[config.mk]
export PLATFORM = sky130hd
export DESIGN_NAME = sensor_to_servo_change_filter_flat
export DESIGN_NICKNAME = d
export VERILOG_FILES = /design/src/rtl/scf_pkg.sv /design/src/rtl/scf_if.sv /design/src/rtl/scf_front.sv /design/src/rtl/scf_queue.sv /design/src/rtl/scf_back.sv /design/src/rtl/sensor_to_servo_change_filter.sv /design/src/flat_wrapper.sv
export SDC_FILE = /design/constraint.sdc
export NUM_CORES = 2
export LEC_CHECK = 0
export ABC_AREA = 1
export BUFFER_PORTS_ARGS = -buffer_cell sky130_fd_sc_hd__buf_2
export CORE_MARGIN = 3
export CORE_UTILIZATION = 65
export DETAILED_ROUTE_END_ITERATION = 7
export PLACE_DENSITY = 0.82
export SLEW_MARGIN = 10
export SYNTH_ARGS = -nofsm -noshare
export SYNTH_HDL_FRONTEND = slang
export SYNTH_SLANG_ARGS = --single-unit
[constraint.sdc]
create_clock -name clk -period 13.4 [get_ports clk]
set_clock_uncertainty 0.15 [all_clocks]
set_input_delay 0.67 -clock clk [delete_from_list [all_inputs] [get_ports clk]]
set_output_delay 0.67 -clock clk [all_outputs]
set_load 0.03 [all_outputs]
[src/rtl/scf_pkg.sv]
// ----------------------------------------------------------------------------
// scf_pkg: shared types and constants for the sensor-to-servo change filter
// Register codes, configuration bundle, front-to-back job record.
// ----------------------------------------------------------------------------
package scf_pkg;

  localparam int DATA_W       = 12;   // sample, pulse and register width
  localparam int CH_IN_W      = 3;    // channel field width
  localparam int CFG_IDX_W    = 3;    // register index width
  localparam int CHANNELS_DEF = 5;
  localparam int NUM_W        = 2 * DATA_W;  // numerator width handed to divider
  localparam int Q_DEPTH      = 2;    // job queue depth, power of two
  localparam int Q_AW         = $clog2(Q_DEPTH);

  // floor(v / 100) == (v * 5243) >> 19 for every 12-bit v
  localparam int QUANTUM      = 100;
  localparam int RECIP        = 5243;
  localparam int RECIP_SHIFT  = 19;
  localparam int PROD_W       = 25;

  localparam logic [DATA_W-1:0] RST_IN_LOW       = DATA_W'(1000);
  localparam logic [DATA_W-1:0] RST_IN_HIGH      = DATA_W'(4095);
  localparam logic [DATA_W-1:0] RST_PULSE_LOW    = DATA_W'(500);
  localparam logic [DATA_W-1:0] RST_PULSE_HIGH   = DATA_W'(2500);
  localparam logic [DATA_W-1:0] RST_CHANGE_LIMIT = DATA_W'(100);

  typedef logic [DATA_W-1:0] word_t;

  typedef enum logic [CFG_IDX_W-1:0] {
    REG_IN_LOW       = 3'd0,
    REG_IN_HIGH      = 3'd1,
    REG_PULSE_LOW    = 3'd2,
    REG_PULSE_HIGH   = 3'd3,
    REG_CHANGE_LIMIT = 3'd4
  } cfg_reg_t;

  typedef struct packed {
    word_t in_low;
    word_t in_high;
    word_t pulse_low;
    word_t pulse_high;
    word_t change_limit;
  } cfg_t;

  typedef struct packed {
    logic [CH_IN_W-1:0] channel;
    logic               use_pl;  // degenerate range or negative numerator
    logic               sat;     // quotient would exceed 12 bits
    logic [NUM_W-1:0]   num;
    word_t              den;
  } job_t;

endpackage

[src/rtl/scf_if.sv]
// ----------------------------------------------------------------------------
// scf_if: channel interfaces
// Sample input, result output and register write channels.
// ----------------------------------------------------------------------------
interface scf_in_if;
  logic                         valid;
  logic                         ready;
  logic [scf_pkg::CH_IN_W-1:0]  channel;
  logic [scf_pkg::DATA_W-1:0]   sample;

  modport source (output valid, channel, sample, input ready);
  modport sink   (input valid, channel, sample, output ready);
endinterface

interface scf_out_if;
  logic                         valid;
  logic                         ready;
  logic [scf_pkg::CH_IN_W-1:0]  channel_out;
  logic [scf_pkg::DATA_W-1:0]   pulse;
  logic                         updated;

  modport source (output valid, channel_out, pulse, updated, input ready);
  modport sink   (input valid, channel_out, pulse, updated, output ready);
endinterface

interface scf_cfg_if;
  logic                          valid;
  logic                          ready;
  logic [scf_pkg::CFG_IDX_W-1:0] index;
  logic [scf_pkg::DATA_W-1:0]    data;

  modport source (output valid, index, data, input ready);
  modport sink   (input valid, index, data, output ready);
endinterface

[src/rtl/scf_front.sv]
// ----------------------------------------------------------------------------
// scf_front: sample intake and numerator build
// Accepts a beat, forms the mapping numerator in multiply and add steps and
// classifies it (clamp low, saturate, or divide) before queuing the job.
// ----------------------------------------------------------------------------
module scf_front (
  input  logic            clk,
  input  logic            rst_n,
  scf_in_if.sink          in_s,
  input  scf_pkg::cfg_t   cfg,
  output scf_pkg::job_t   job,
  output logic            job_valid,
  input  logic            job_ready
);
  import scf_pkg::*;

  typedef enum logic [1:0] {F_IDLE, F_MUL, F_ADD, F_PUSH} fstate_t;

  fstate_t                state_r, state_nxt;
  logic [CH_IN_W-1:0]     ch_r, ch_nxt;
  logic signed [DATA_W:0] dx_r, dx_nxt;     // sample - in_low
  logic signed [DATA_W:0] dp_r, dp_nxt;     // pulse_high - pulse_low
  logic signed [DATA_W:0] den_r, den_nxt;   // in_high - in_low
  logic                   degen_r, degen_nxt;
  logic signed [2*DATA_W+1:0] p1_r, p1_nxt;
  logic [2*DATA_W-1:0]    p2_r, p2_nxt;
  logic signed [2*DATA_W+2:0] num_r, num_nxt;

  assign in_s.ready = (state_r == F_IDLE);
  assign job_valid  = (state_r == F_PUSH);

  always_comb begin
    job.channel = ch_r;
    job.use_pl  = degen_r | num_r[2*DATA_W+2];
    job.sat     = $unsigned(num_r) >= {3'b000, den_r[DATA_W-1:0], {DATA_W{1'b0}}};
    job.num     = num_r[NUM_W-1:0];
    job.den     = den_r[DATA_W-1:0];
  end

  always_comb begin
    state_nxt = state_r;
    ch_nxt    = ch_r;
    dx_nxt    = dx_r;
    dp_nxt    = dp_r;
    den_nxt   = den_r;
    degen_nxt = degen_r;
    p1_nxt    = p1_r;
    p2_nxt    = p2_r;
    num_nxt   = num_r;
    case (state_r)
      F_IDLE: begin
        if (in_s.valid) begin
          ch_nxt    = in_s.channel;
          dx_nxt    = $signed({1'b0, in_s.sample}) - $signed({1'b0, cfg.in_low});
          dp_nxt    = $signed({1'b0, cfg.pulse_high}) - $signed({1'b0, cfg.pulse_low});
          den_nxt   = $signed({1'b0, cfg.in_high}) - $signed({1'b0, cfg.in_low});
          degen_nxt = (cfg.in_high <= cfg.in_low);
          state_nxt = F_MUL;
        end
      end
      F_MUL: begin
        p1_nxt    = dx_r * dp_r;
        p2_nxt    = cfg.pulse_low * den_r[DATA_W-1:0];
        state_nxt = F_ADD;
      end
      F_ADD: begin
        num_nxt   = p1_r + $signed({3'b000, p2_r});
        state_nxt = F_PUSH;
      end
      F_PUSH: begin
        if (job_ready) state_nxt = F_IDLE;
      end
      default: state_nxt = F_IDLE;
    endcase
  end

  always_ff @(posedge clk) begin
    if (!rst_n) begin
      state_r <= F_IDLE;
    end else begin
      state_r <= state_nxt;
    end
    ch_r    <= ch_nxt;
    dx_r    <= dx_nxt;
    dp_r    <= dp_nxt;
    den_r   <= den_nxt;
    degen_r <= degen_nxt;
    p1_r    <= p1_nxt;
    p2_r    <= p2_nxt;
    num_r   <= num_nxt;
  end

  // one sample in flight in the front at a time
  a_one_in_flight: assert property (@(posedge clk) disable iff (!rst_n)
    (in_s.valid && in_s.ready) |=> !in_s.ready)
    else $error("front accepted a beat while busy");

endmodule

[src/rtl/scf_queue.sv]
// ----------------------------------------------------------------------------
// scf_queue: job queue between front and back
// Small FIFO so the front can build the next numerator while the back divides.
// ----------------------------------------------------------------------------
module scf_queue (
  input  logic          clk,
  input  logic          rst_n,
  input  scf_pkg::job_t push_job,
  input  logic          push_valid,
  output logic          push_ready,
  output scf_pkg::job_t pop_job,
  output logic          pop_valid,
  input  logic          pop_ready
);
  import scf_pkg::*;

  job_t            mem_r [Q_DEPTH];
  logic [Q_AW-1:0] wr_ptr_r, wr_ptr_nxt;
  logic [Q_AW-1:0] rd_ptr_r, rd_ptr_nxt;
  logic [Q_AW:0]   cnt_r, cnt_nxt;
  logic            push, pop;

  assign push_ready = (cnt_r != (Q_AW+1)'(Q_DEPTH));
  assign pop_valid  = (cnt_r != '0);
  assign pop_job    = mem_r[rd_ptr_r];
  assign push       = push_valid && push_ready;
  assign pop        = pop_valid && pop_ready;

  always_comb begin
    wr_ptr_nxt = push ? wr_ptr_r + 1'b1 : wr_ptr_r;
    rd_ptr_nxt = pop  ? rd_ptr_r + 1'b1 : rd_ptr_r;
    cnt_nxt    = cnt_r;
    if (push && !pop) cnt_nxt = cnt_r + 1'b1;
    else if (pop && !push) cnt_nxt = cnt_r - 1'b1;
  end

  always_ff @(posedge clk) begin
    if (!rst_n) begin
      wr_ptr_r <= '0;
      rd_ptr_r <= '0;
      cnt_r    <= '0;
    end else begin
      wr_ptr_r <= wr_ptr_nxt;
      rd_ptr_r <= rd_ptr_nxt;
      cnt_r    <= cnt_nxt;
    end
    if (push) mem_r[wr_ptr_r] <= push_job;
  end

  a_cnt_bound: assert property (@(posedge clk) disable iff (!rst_n)
    cnt_r <= (Q_AW+1)'(Q_DEPTH))
    else $error("job queue count over depth");

endmodule

[src/rtl/scf_back.sv]
// ----------------------------------------------------------------------------
// scf_back: divide, clamp, quantize and change decision
// Restoring divider (one quotient bit per cycle), clamp, round down to a
// multiple of 100, compare with last value sent, then the output register.
// ----------------------------------------------------------------------------
module scf_back #(
  parameter int CHANNELS = scf_pkg::CHANNELS_DEF
) (
  input  logic          clk,
  input  logic          rst_n,
  input  scf_pkg::cfg_t cfg,
  input  scf_pkg::job_t job,
  input  logic          job_valid,
  output logic          job_ready,
  scf_out_if.source     out_m
);
  import scf_pkg::*;

  localparam int IDX_W = (CHANNELS > 1) ? $clog2(CHANNELS) : 1;
  localparam int CNT_W = $clog2(DATA_W + 1);

  typedef enum logic [2:0] {B_IDLE, B_DIV, B_CLAMP, B_Q1, B_Q2, B_DEC, B_OUT} bstate_t;

  bstate_t            state_r, state_nxt;
  logic [CH_IN_W-1:0] ch_r, ch_nxt;
  logic               ok_r, ok_nxt;
  word_t              den_r, den_nxt;
  word_t              rem_r, rem_nxt;
  word_t              quo_r, quo_nxt;   // numerator low bits shift out, quotient in
  logic [CNT_W-1:0]   cnt_r, cnt_nxt;
  word_t              v_r, v_nxt;
  logic [PROD_W-1:0]  prod_r, prod_nxt;
  word_t              m_r, m_nxt;
  logic               upd_r, upd_nxt;
  word_t              last_r [CHANNELS];

  logic               out_valid_r, out_valid_nxt;
  logic [CH_IN_W-1:0] out_ch_r, out_ch_nxt;
  word_t              out_pulse_r, out_pulse_nxt;
  logic               out_upd_r, out_upd_nxt;

  logic [7:0]         job_ch_ext, ch_ext;
  logic [IDX_W-1:0]   idx;
  logic [DATA_W:0]    trial;
  word_t              lo_clamp, prev, diff;
  logic               out_load;

  assign job_ch_ext = {{(8-CH_IN_W){1'b0}}, job.channel};
  assign ch_ext     = {{(8-CH_IN_W){1'b0}}, ch_r};
  assign idx        = ch_ext[IDX_W-1:0];
  assign prev       = ok_r ? last_r[idx] : '0;
  assign trial      = {rem_r, quo_r[DATA_W-1]};
  assign lo_clamp   = (quo_r < cfg.pulse_low) ? cfg.pulse_low : quo_r;
  assign diff       = (m_r > prev) ? (m_r - prev) : (prev - m_r);
  assign out_load   = (state_r == B_OUT) && (!out_valid_r || out_m.ready);

  assign job_ready     = (state_r == B_IDLE);
  assign out_m.valid   = out_valid_r;
  assign out_m.channel_out = out_ch_r;
  assign out_m.pulse   = out_pulse_r;
  assign out_m.updated = out_upd_r;

  always_comb begin
    state_nxt = state_r;
    ch_nxt    = ch_r;
    ok_nxt    = ok_r;
    den_nxt   = den_r;
    rem_nxt   = rem_r;
    quo_nxt   = quo_r;
    cnt_nxt   = cnt_r;
    v_nxt     = v_r;
    prod_nxt  = prod_r;
    m_nxt     = m_r;
    upd_nxt   = upd_r;
    case (state_r)
      B_IDLE: begin
        if (job_valid) begin
          ch_nxt  = job.channel;
          ok_nxt  = job_ch_ext < 8'(CHANNELS);
          den_nxt = job.den;
          cnt_nxt = '0;
          if (job.use_pl) begin
            quo_nxt   = cfg.pulse_low;
            state_nxt = B_CLAMP;
          end else if (job.sat) begin
            quo_nxt   = '1;        // anything above 4095 clamps to pulse_high
            state_nxt = B_CLAMP;
          end else begin
            rem_nxt   = job.num[NUM_W-1:DATA_W];
            quo_nxt   = job.num[DATA_W-1:0];
            state_nxt = B_DIV;
          end
        end
      end
      B_DIV: begin
        if (trial >= {1'b0, den_r}) begin
          rem_nxt = DATA_W'(trial - {1'b0, den_r});
          quo_nxt = {quo_r[DATA_W-2:0], 1'b1};
        end else begin
          rem_nxt = trial[DATA_W-1:0];
          quo_nxt = {quo_r[DATA_W-2:0], 1'b0};
        end
        cnt_nxt = cnt_r + 1'b1;
        if (cnt_r == CNT_W'(DATA_W - 1)) state_nxt = B_CLAMP;
      end
      B_CLAMP: begin
        // lower clamp first, then upper: inverted range ends at pulse_high
        v_nxt     = (lo_clamp > cfg.pulse_high) ? cfg.pulse_high : lo_clamp;
        state_nxt = B_Q1;
      end
      B_Q1: begin
        prod_nxt  = PROD_W'(v_r) * PROD_W'(RECIP);
        state_nxt = B_Q2;
      end
      B_Q2: begin
        m_nxt     = DATA_W'(prod_r[PROD_W-1:RECIP_SHIFT]) * DATA_W'(QUANTUM);
        state_nxt = B_DEC;
      end
      B_DEC: begin
        upd_nxt   = ok_r && (diff > cfg.change_limit);
        state_nxt = B_OUT;
      end
      B_OUT: begin
        if (out_load) state_nxt = B_IDLE;
      end
      default: state_nxt = B_IDLE;
    endcase
  end

  always_comb begin
    out_valid_nxt = out_valid_r;
    out_ch_nxt    = out_ch_r;
    out_pulse_nxt = out_pulse_r;
    out_upd_nxt   = out_upd_r;
    if (out_valid_r && out_m.ready) out_valid_nxt = 1'b0;
    if (out_load) begin
      out_valid_nxt = 1'b1;
      out_ch_nxt    = ch_r;
      out_pulse_nxt = upd_r ? m_r : '0;
      out_upd_nxt   = upd_r;
    end
  end

  always_ff @(posedge clk) begin
    if (!rst_n) begin
      state_r     <= B_IDLE;
      out_valid_r <= 1'b0;
      for (int i = 0; i < CHANNELS; i++) last_r[i] <= '0;
    end else begin
      state_r     <= state_nxt;
      out_valid_r <= out_valid_nxt;
      if (out_load && upd_r) last_r[idx] <= m_r;
    end
    ch_r        <= ch_nxt;
    ok_r        <= ok_nxt;
    den_r       <= den_nxt;
    rem_r       <= rem_nxt;
    quo_r       <= quo_nxt;
    cnt_r       <= cnt_nxt;
    v_r         <= v_nxt;
    prod_r      <= prod_nxt;
    m_r         <= m_nxt;
    upd_r       <= upd_nxt;
    out_ch_r    <= out_ch_nxt;
    out_pulse_r <= out_pulse_nxt;
    out_upd_r   <= out_upd_nxt;
  end

  a_div_count: assert property (@(posedge clk) disable iff (!rst_n)
    (state_r == B_DIV) |-> (cnt_r < CNT_W'(DATA_W)))
    else $error("divider ran past its last step");

  a_no_update_zero: assert property (@(posedge clk) disable iff (!rst_n)
    (out_valid_r && !out_upd_r) |-> (out_pulse_r == '0))
    else $error("pulse nonzero on a beat without update");

endmodule

[src/rtl/sensor_to_servo_change_filter.sv]
// ----------------------------------------------------------------------------
// sensor_to_servo_change_filter: top level
// Maps a sensor sample onto a servo pulse range, quantizes it to steps of
// 100 and passes it on only when it moved more than change_limit.
// ----------------------------------------------------------------------------
//  port    dir   beat contents
//  in_s    in    channel, sample
//  out_m   out   channel_out, pulse, updated (one beat per input beat)
//  cfg_s   in    index, data (register write, always ready)
//
//  The front takes a new beat only once its job is queued; the back takes
//  one job at a time, through the 12-step restoring divider unless the
//  value clamps without it. The divider sets the sustained rate.
//  rst_n is synchronous: registers return to defaults, last-sent values to 0.
//  A 2-deep job queue and the output register let each side stall alone.
// ----------------------------------------------------------------------------
module sensor_to_servo_change_filter #(
  parameter int CHANNELS = scf_pkg::CHANNELS_DEF
) (
  input  logic      clk,
  input  logic      rst_n,
  scf_in_if.sink    in_s,
  scf_out_if.source out_m,
  scf_cfg_if.sink   cfg_s
);
  import scf_pkg::*;

  cfg_t cfg_r, cfg_nxt;
  job_t front_job, back_job;
  logic front_valid, front_ready, back_valid, back_ready;

  assign cfg_s.ready = 1'b1;

  always_comb begin
    cfg_nxt = cfg_r;
    if (cfg_s.valid) begin
      case (cfg_reg_t'(cfg_s.index))
        REG_IN_LOW:       cfg_nxt.in_low       = cfg_s.data;
        REG_IN_HIGH:      cfg_nxt.in_high      = cfg_s.data;
        REG_PULSE_LOW:    cfg_nxt.pulse_low    = cfg_s.data;
        REG_PULSE_HIGH:   cfg_nxt.pulse_high   = cfg_s.data;
        REG_CHANGE_LIMIT: cfg_nxt.change_limit = cfg_s.data;
        default: ;
      endcase
    end
  end

  always_ff @(posedge clk) begin
    if (!rst_n) begin
      cfg_r.in_low       <= RST_IN_LOW;
      cfg_r.in_high      <= RST_IN_HIGH;
      cfg_r.pulse_low    <= RST_PULSE_LOW;
      cfg_r.pulse_high   <= RST_PULSE_HIGH;
      cfg_r.change_limit <= RST_CHANGE_LIMIT;
    end else begin
      cfg_r <= cfg_nxt;
    end
  end

  scf_front u_front (
    .clk       (clk),
    .rst_n     (rst_n),
    .in_s      (in_s),
    .cfg       (cfg_r),
    .job       (front_job),
    .job_valid (front_valid),
    .job_ready (front_ready)
  );

  scf_queue u_queue (
    .clk        (clk),
    .rst_n      (rst_n),
    .push_job   (front_job),
    .push_valid (front_valid),
    .push_ready (front_ready),
    .pop_job    (back_job),
    .pop_valid  (back_valid),
    .pop_ready  (back_ready)
  );

  scf_back #(.CHANNELS(CHANNELS)) u_back (
    .clk       (clk),
    .rst_n     (rst_n),
    .cfg       (cfg_r),
    .job       (back_job),
    .job_valid (back_valid),
    .job_ready (back_ready),
    .out_m     (out_m)
  );

endmodule
[src/flat_wrapper.sv]
// flat-port wrapper written by rule: the top's interface ports become plain ports
module sensor_to_servo_change_filter_flat import scf_pkg::*;
#(
  parameter int CHANNELS = scf_pkg::CHANNELS_DEF
)
  (clk, rst_n, in_s_valid, in_s_channel, in_s_sample, in_s_ready, out_m_valid, out_m_channel_out, out_m_pulse, out_m_updated, out_m_ready, cfg_s_valid, cfg_s_index, cfg_s_data, cfg_s_ready);
  scf_in_if in_s_i ();
  scf_out_if out_m_i ();
  scf_cfg_if cfg_s_i ();
  input  logic clk;
  input  logic rst_n;
  input wire logic [$bits(in_s_i.valid)-1:0] in_s_valid;
  input wire logic [$bits(in_s_i.channel)-1:0] in_s_channel;
  input wire logic [$bits(in_s_i.sample)-1:0] in_s_sample;
  output wire logic [$bits(in_s_i.ready)-1:0] in_s_ready;
  output wire logic [$bits(out_m_i.valid)-1:0] out_m_valid;
  output wire logic [$bits(out_m_i.channel_out)-1:0] out_m_channel_out;
  output wire logic [$bits(out_m_i.pulse)-1:0] out_m_pulse;
  output wire logic [$bits(out_m_i.updated)-1:0] out_m_updated;
  input wire logic [$bits(out_m_i.ready)-1:0] out_m_ready;
  input wire logic [$bits(cfg_s_i.valid)-1:0] cfg_s_valid;
  input wire logic [$bits(cfg_s_i.index)-1:0] cfg_s_index;
  input wire logic [$bits(cfg_s_i.data)-1:0] cfg_s_data;
  output wire logic [$bits(cfg_s_i.ready)-1:0] cfg_s_ready;
  assign in_s_i.valid = in_s_valid;
  assign in_s_i.channel = in_s_channel;
  assign in_s_i.sample = in_s_sample;
  assign in_s_ready = in_s_i.ready;
  assign out_m_valid = out_m_i.valid;
  assign out_m_channel_out = out_m_i.channel_out;
  assign out_m_pulse = out_m_i.pulse;
  assign out_m_updated = out_m_i.updated;
  assign out_m_i.ready = out_m_ready;
  assign cfg_s_i.valid = cfg_s_valid;
  assign cfg_s_i.index = cfg_s_index;
  assign cfg_s_i.data = cfg_s_data;
  assign cfg_s_ready = cfg_s_i.ready;
  sensor_to_servo_change_filter #(.CHANNELS(CHANNELS)) u_core (.clk(clk), .rst_n(rst_n), .in_s(in_s_i), .out_m(out_m_i), .cfg_s(cfg_s_i));
endmodule
; Word level (Yosys, flattened, before mapping)
; Memories as Yosys holds them, arrays and structs flattened. A register that Yosys moved wholly into a read port is not among the register bits.
; Index checks and enable logic that the tools add are counted.
[totals]
ram_bits = 132
ff_bits = 295
output_inout_bits = 19
wordCells = 153
input_bits = 35
memories = 2
[memory_table]
columns = name, depth, word_bits, rd, rd_ports_with_merged_regs, write_ports, line
row1 = u_core.u_queue.mem_r, 2, 41, 1, 1, 1, scf_queue.sv:17  ; job_t mem_r [Q_DEPTH];
row2 = u_core.u_back.last_r, 5, 10, 1, 1, 5, scf_back.sv:35  ; word_t last_r [CHANNELS];
[classes]
magnitude_cmp = 8
n_addsub = 12
n_eq_ne = 22
mux = 41
bitwise = 1
n_mul = 4
reduce_logical = 31
[op_table]
columns = op, n
row1 = $mux W12, 11
row2 = $pmux W12 S2, 2
row3 = $sub A12 B12 Y12, 4
row4 = $gt A12 B12 Y1, 3
row5 = $add A26 B25 Y27, 1
row6 = $ge A27 B24 Y1, 1
row7 = $mul A13 B13 Y26, 1
row8 = $sub A12 B12 Y13, 2
row9 = $mul A12 B13 Y25 const B, 1
row10 = $mul A12 B12 Y24, 1
row11 = $pmux W3 S7, 1
row12 = $reduce_and A2 Y1, 9
row13 = $mux W3, 5
row14 = $ne A2 B2 Y1 const B, 7
row15 = $ge A13 B12 Y1, 1
row16 = $eq A3 B2 Y1 const B, 4
row17 = $eq A3 B3 Y1 const B, 4
row18 = $le A12 B12 Y1, 1
row19 = $lt A12 B12 Y1, 1
row20 = $mux W1, 12
row21 = $mux W2, 6
row22 = $mul A6 B5 Y10 const B, 1
row23 = $mux W10, 1
row24 = $reduce_or A10 Y1, 1
row25 = other kinds (22), 38

; Depth between registers and ports, before layout
[depth]
word_depth = 9
ltp_mapped = 24
mapped_depth_nobuf = 23

; By module
; A second synthesis with hierarchy kept.
[hier_totals]
cells_unflattened = 4505
area_unflattened_um2 = 38907.3
[by_module_without_submodules]
columns = module, cells_per_inst, seq_area_each_um2, area_per_inst_um2, n_inst
row1 = scf_front, 2432, 3613.5, 19530.0, 1
row2 = scf_back, 1588, 5154.9, 13601.8, 1
row3 = scf_queue, 165, 2562.5, 3405.8, 1
row4 = sensor_to_servo_change_filter, 320, 1201.2, 2369.8, 1

; Worst setup path after synthesis
; OpenSTA, ideal clock, no wires.
[synth_timing]
path_type = register -> register
start = register u_core.u_front.dx_r[12]
end = register u_core.u_front.p1_r[25] (data pin)
required_ps = 12998
setup_slack_ps = 7800
arrival_time_ps = 5198
path_buffers = 1
synth_period_minus_slack_ps = 5600
path_stages_with_launch = 24
setup_time_ps = 252
path_cell_list = edfxtp_1 -> clkbuf_1 -> nand2_1 -> fa_1 -> inv_1 -> fa_1 -> inv_1 -> fa_1 -> inv_1 -> fa_1 -> inv_1 -> fa_1 -> inv_1 -> ha_1 -> ha_1 -> nand2_1 -> nor2_1 -> nand2_1 -> inv_1 -> nand4_1 -> nand3_1 -> inv_1 -> nand2_1 -> nand2_1
[synth_between]
elab_chain_len = 1
[synth_rtl]
columns = item, line
row1 = from (decl), scf_front.sv:21  ; logic signed [DATA_W:0] dx_r, dx_nxt;
row2 = from (signal assigned), scf_front.sv:84  ; dx_r <= dx_nxt;
row3 = $mul A13 B13 Y26, scf_front.sv:62  ; p1_nxt = dx_r * dp_r;
row4 = to (signal assigned), scf_front.sv:88  ; p1_r <= p1_nxt;
row5 = to (decl), scf_front.sv:25  ; logic signed [2*DATA_W+1:0] p1_r, p1_nxt;
; No other way between the ends.
; A chain may end at the register's enable or synchronous reset.

; Worst setup path in the final report
[layout_timing]
start = register u_core.u_front.dp_r[1]
end = register u_core.u_front.p1_r[25] (data pin)
[layout_between]
elab_chain_len = 1
[layout_rtl]
columns = item, line
row1 = from (decl), scf_front.sv:22  ; logic signed [DATA_W:0] dp_r, dp_nxt;
row2 = from (signal assigned), scf_front.sv:85  ; dp_r <= dp_nxt;
row3 = $mul A13 B13 Y26, scf_front.sv:62
; No other way between the ends.

==> impl_metrics.toml <==
[outcome]
status = "finished clean"

[floorplan]
die_area_um2 = 61100
die_w_um = 247
io_pins = 54
design.core.area_um2 = 56900
fp.dieH_um = 247
rows = 87
initial_utilization = 0.664

[timing]
slew_headroom = 0.299
drv_slew = 0
min_period_ns = 6.03
worst_slack_ns = 7.37
rsz0062_at_grt = "no"
fmax_mhz = 166
hold_slack_ns = 0.0862
finalHoldViolations = 0
tns_ns = 0
worst_slew_pin_slew_ns = 1.05
timing.final.crit_share = 0.450
setup_viol = 0

[clock_tree]
cts_resized = 0
cts_max_level = 2
cts.sinks = 442
cts_buffers = 48
clk_latency_ns = 0.61
cts_setup_buffers = 0
clockRootBuffer = "clkbuf_16"
clkTransAtPathRegs_ns = 0.06
hold_buffers = 0
cts_tree = "yes"
cts_max_path_buffers = 3

[min_path]
holdCritPathClass = "in2reg"
hold_depth = 1
hold_end = "u_core.u_front.ch_r[1]"
min_from = "in_s_channel[1]"

[job]
maxCapViolations = 0

[final_layout]
regArea_um2 = 12500
final_common_cell = "nand2_1"
drive_above_1_share = 0.0468
num-fill-cells = 4242
fin_area_um2 = 40200
area_growth_pct = 6.29
antenna_cells = 0
multi_input_area_um2 = 21400
final_nets = 5068
final_cell_mix = "1021 x nand2_1, 878 x inv_1, 370 x ha_1"

[grt]
overflow = 0
grt_pass1_wl_um = 151000
antenna_found_initial = 1
grt_max_degree = 68
track_usage = 0.314
grt_pass1_vias = 29478

[placement]
portBuffers = 50
place_congestion = 0.983
placed_area_um2 = 38600
hpwl_um = 71100
dp_slack_ns = 7.36

[setup_path]
required_ns = 13.60
crit_chain = "nand2_1 > fa_1 > inv_1 > fa_1 > inv_1 > fa_1 > inv_1 > fa_1 > inv_1 > fa_1 > inv_1 > ha_1 > ha_1 > nand2_1 > nor2_1 > nand2_1 > inv_1 > nand4_1 > nand3_1 > inv_1 > nand2_1 > nand2_1"
crit_arrival_ns = 6.23
path_max_fanout = 13
crit-reg2reg-launch = "u_core.u_front.dp_r[1]"
cp-end-kind = "register"
r2r_slack_ns = 7.37
crit_family = "adder cells"
worstSetupPathType = "reg2reg"
worst-path-buf-inv = 7
crit_slowest_cell = "edfxtp_1"
reg2regPathDepth = 22
r2r_end = "u_core.u_front.p1_r[25]"
critPathMaxStageDelay_ns = 0.64
critPathMostFrequentCell = "inv_1"
critPathLaunchType = "register"

[logic_synthesis]
seq_area_frac_synth = 0.331
synthXorXnorAreaFrac = 0.0238
synth_top_family_by_area = "adder cells"
synthSimpleGateAreaFrac = 0.178
synth_area_um2 = 37800
yosysWarnings = 0
avgSynthCellArea_um2 = 8.70
synth.distinct_cells = 52
synth-edff-count = 368
ys_seq_elements = 442
postSynthCellCount = 4347
synthArstFlopShare = 0
synth_compound_area_frac = 0.0746
synthMuxAreaShare = 0
synthAdderAreaFrac = 0.290
ys.flop_type = "edfxtp_1"

[drt]
wl_per_cell_um = 18.1
drt_iter0_markers = 2718
avgViaCountPerCell = 5.73
drt-pass1-iter-count = 6
totalWireLength_um = 92800
drcViolationCount = 0
vias = 29434
ant_nets = 0
-- layer usage --
layer,global-route usage,wire (um),vias up
met4,0.157,5380,2
met1,0.398,35900,13964
met3,0.0473,7130,326
met2,0.529,44400,1306
li1,-,-,13836
met5,0,13,-
-- sequential cells by signal, indices dropped and copies added (netlist names), 4 cells and up, named ones only --
name and cells:
u_core.u_back.den_r 12, u_core.u_back.last_r 80, u_core.u_back.v_r 12, u_core.u_back.out_m.pulse 10, u_core.u_front.num_r 27, u_core.u_front.p1_r 26
u_core.u_front.den_r 12, u_core.u_back.cnt_r 4, u_core.u_front.dp_r 13, u_core.u_front.p2_r 24, u_core.cfg_r 60, u_core.u_back.quo_r 12
u_core.u_back.m_r 10, u_core.u_front.dx_r 13, u_core.u_back.rem_r 12, u_core.u_queue.mem_r 82, u_core.u_back.prod_r 6
-- worst max path at each step --
| stage | cells after the start | end | start |
|---|---|---|---|
| final | 22 | u_core.u_front.p1_r[25] | u_core.u_front.dp_r[1] |
| after CTS | 22 | u_core.u_front.p1_r[25] | u_core.u_front.dp_r[1] |
| after detailed placement | 22 | u_core.u_front.p1_r[25] | u_core.u_front.dp_r[1] |
| after global placement | 19 | u_core.u_front.p1_r[24] | u_core.u_front.dp_r[1] |
| after global routing | 19 | u_core.u_front.p1_r[25] | u_core.u_front.dp_r[1] |
| after floorplan | 23 | u_core.u_front.p1_r[25] | u_core.u_front.dx_r[12] |
-- Yosys cell counts, types with 12 or more instances --
library cell,count,area [um^2]
nand2_1,1021,3830
inv_1,879,3300
ha_1,371,4640
edfxtp_1,368,11100
fa_1,316,6330
nor2_1,272,1020
a21oi_1,200,1000
nand3_1,165,826
o21ai_0,162,811
clkbuf_1,79,297
xor2_1,77,674
dfxtp_1,74,1480
nand4_1,64,400
o211ai_1,33,248
nor3_1,27,135
xnor2_1,26,228
buf_2,24,120
o21ai_1,24,120
o221ai_1,12,105
-- area by class of cell --
type                            count  share of cell area
Sequential cell                   442               0.312
Inverter                          890              0.0831
Clock inverter                     21             0.00601
Tap cell                          756              0.0235
Clock buffer                       67              0.0332
Timing Repair Buffer               65             0.00902
Multi-Input combinational cell   2899               0.533
-- cell families after synthesis --
| group | Yosys count |
|---|---|
| buffers and inverters | 1007 |
| other | 2 |
| AOI/OAI and AO/OA | 493 |
| DFF | 442 |
| and+or+nand+nor | 1613 |
| xor gates and xnor gates | 103 |
| adders and majority gates | 687 |
-- per-stage QoR --
stage          std cells  utilization
3_3_place_gp        5052        0.679
6_report            5140        0.706
3_5_place_dp        5052        0.679
4_1_cts             5140        0.706
2_1_floorplan       4348            -
5_1_grt             5140        0.706
Power is not shown: default switching activity piles up to over one toggle a cycle in this logic, so the estimate is an artifact.
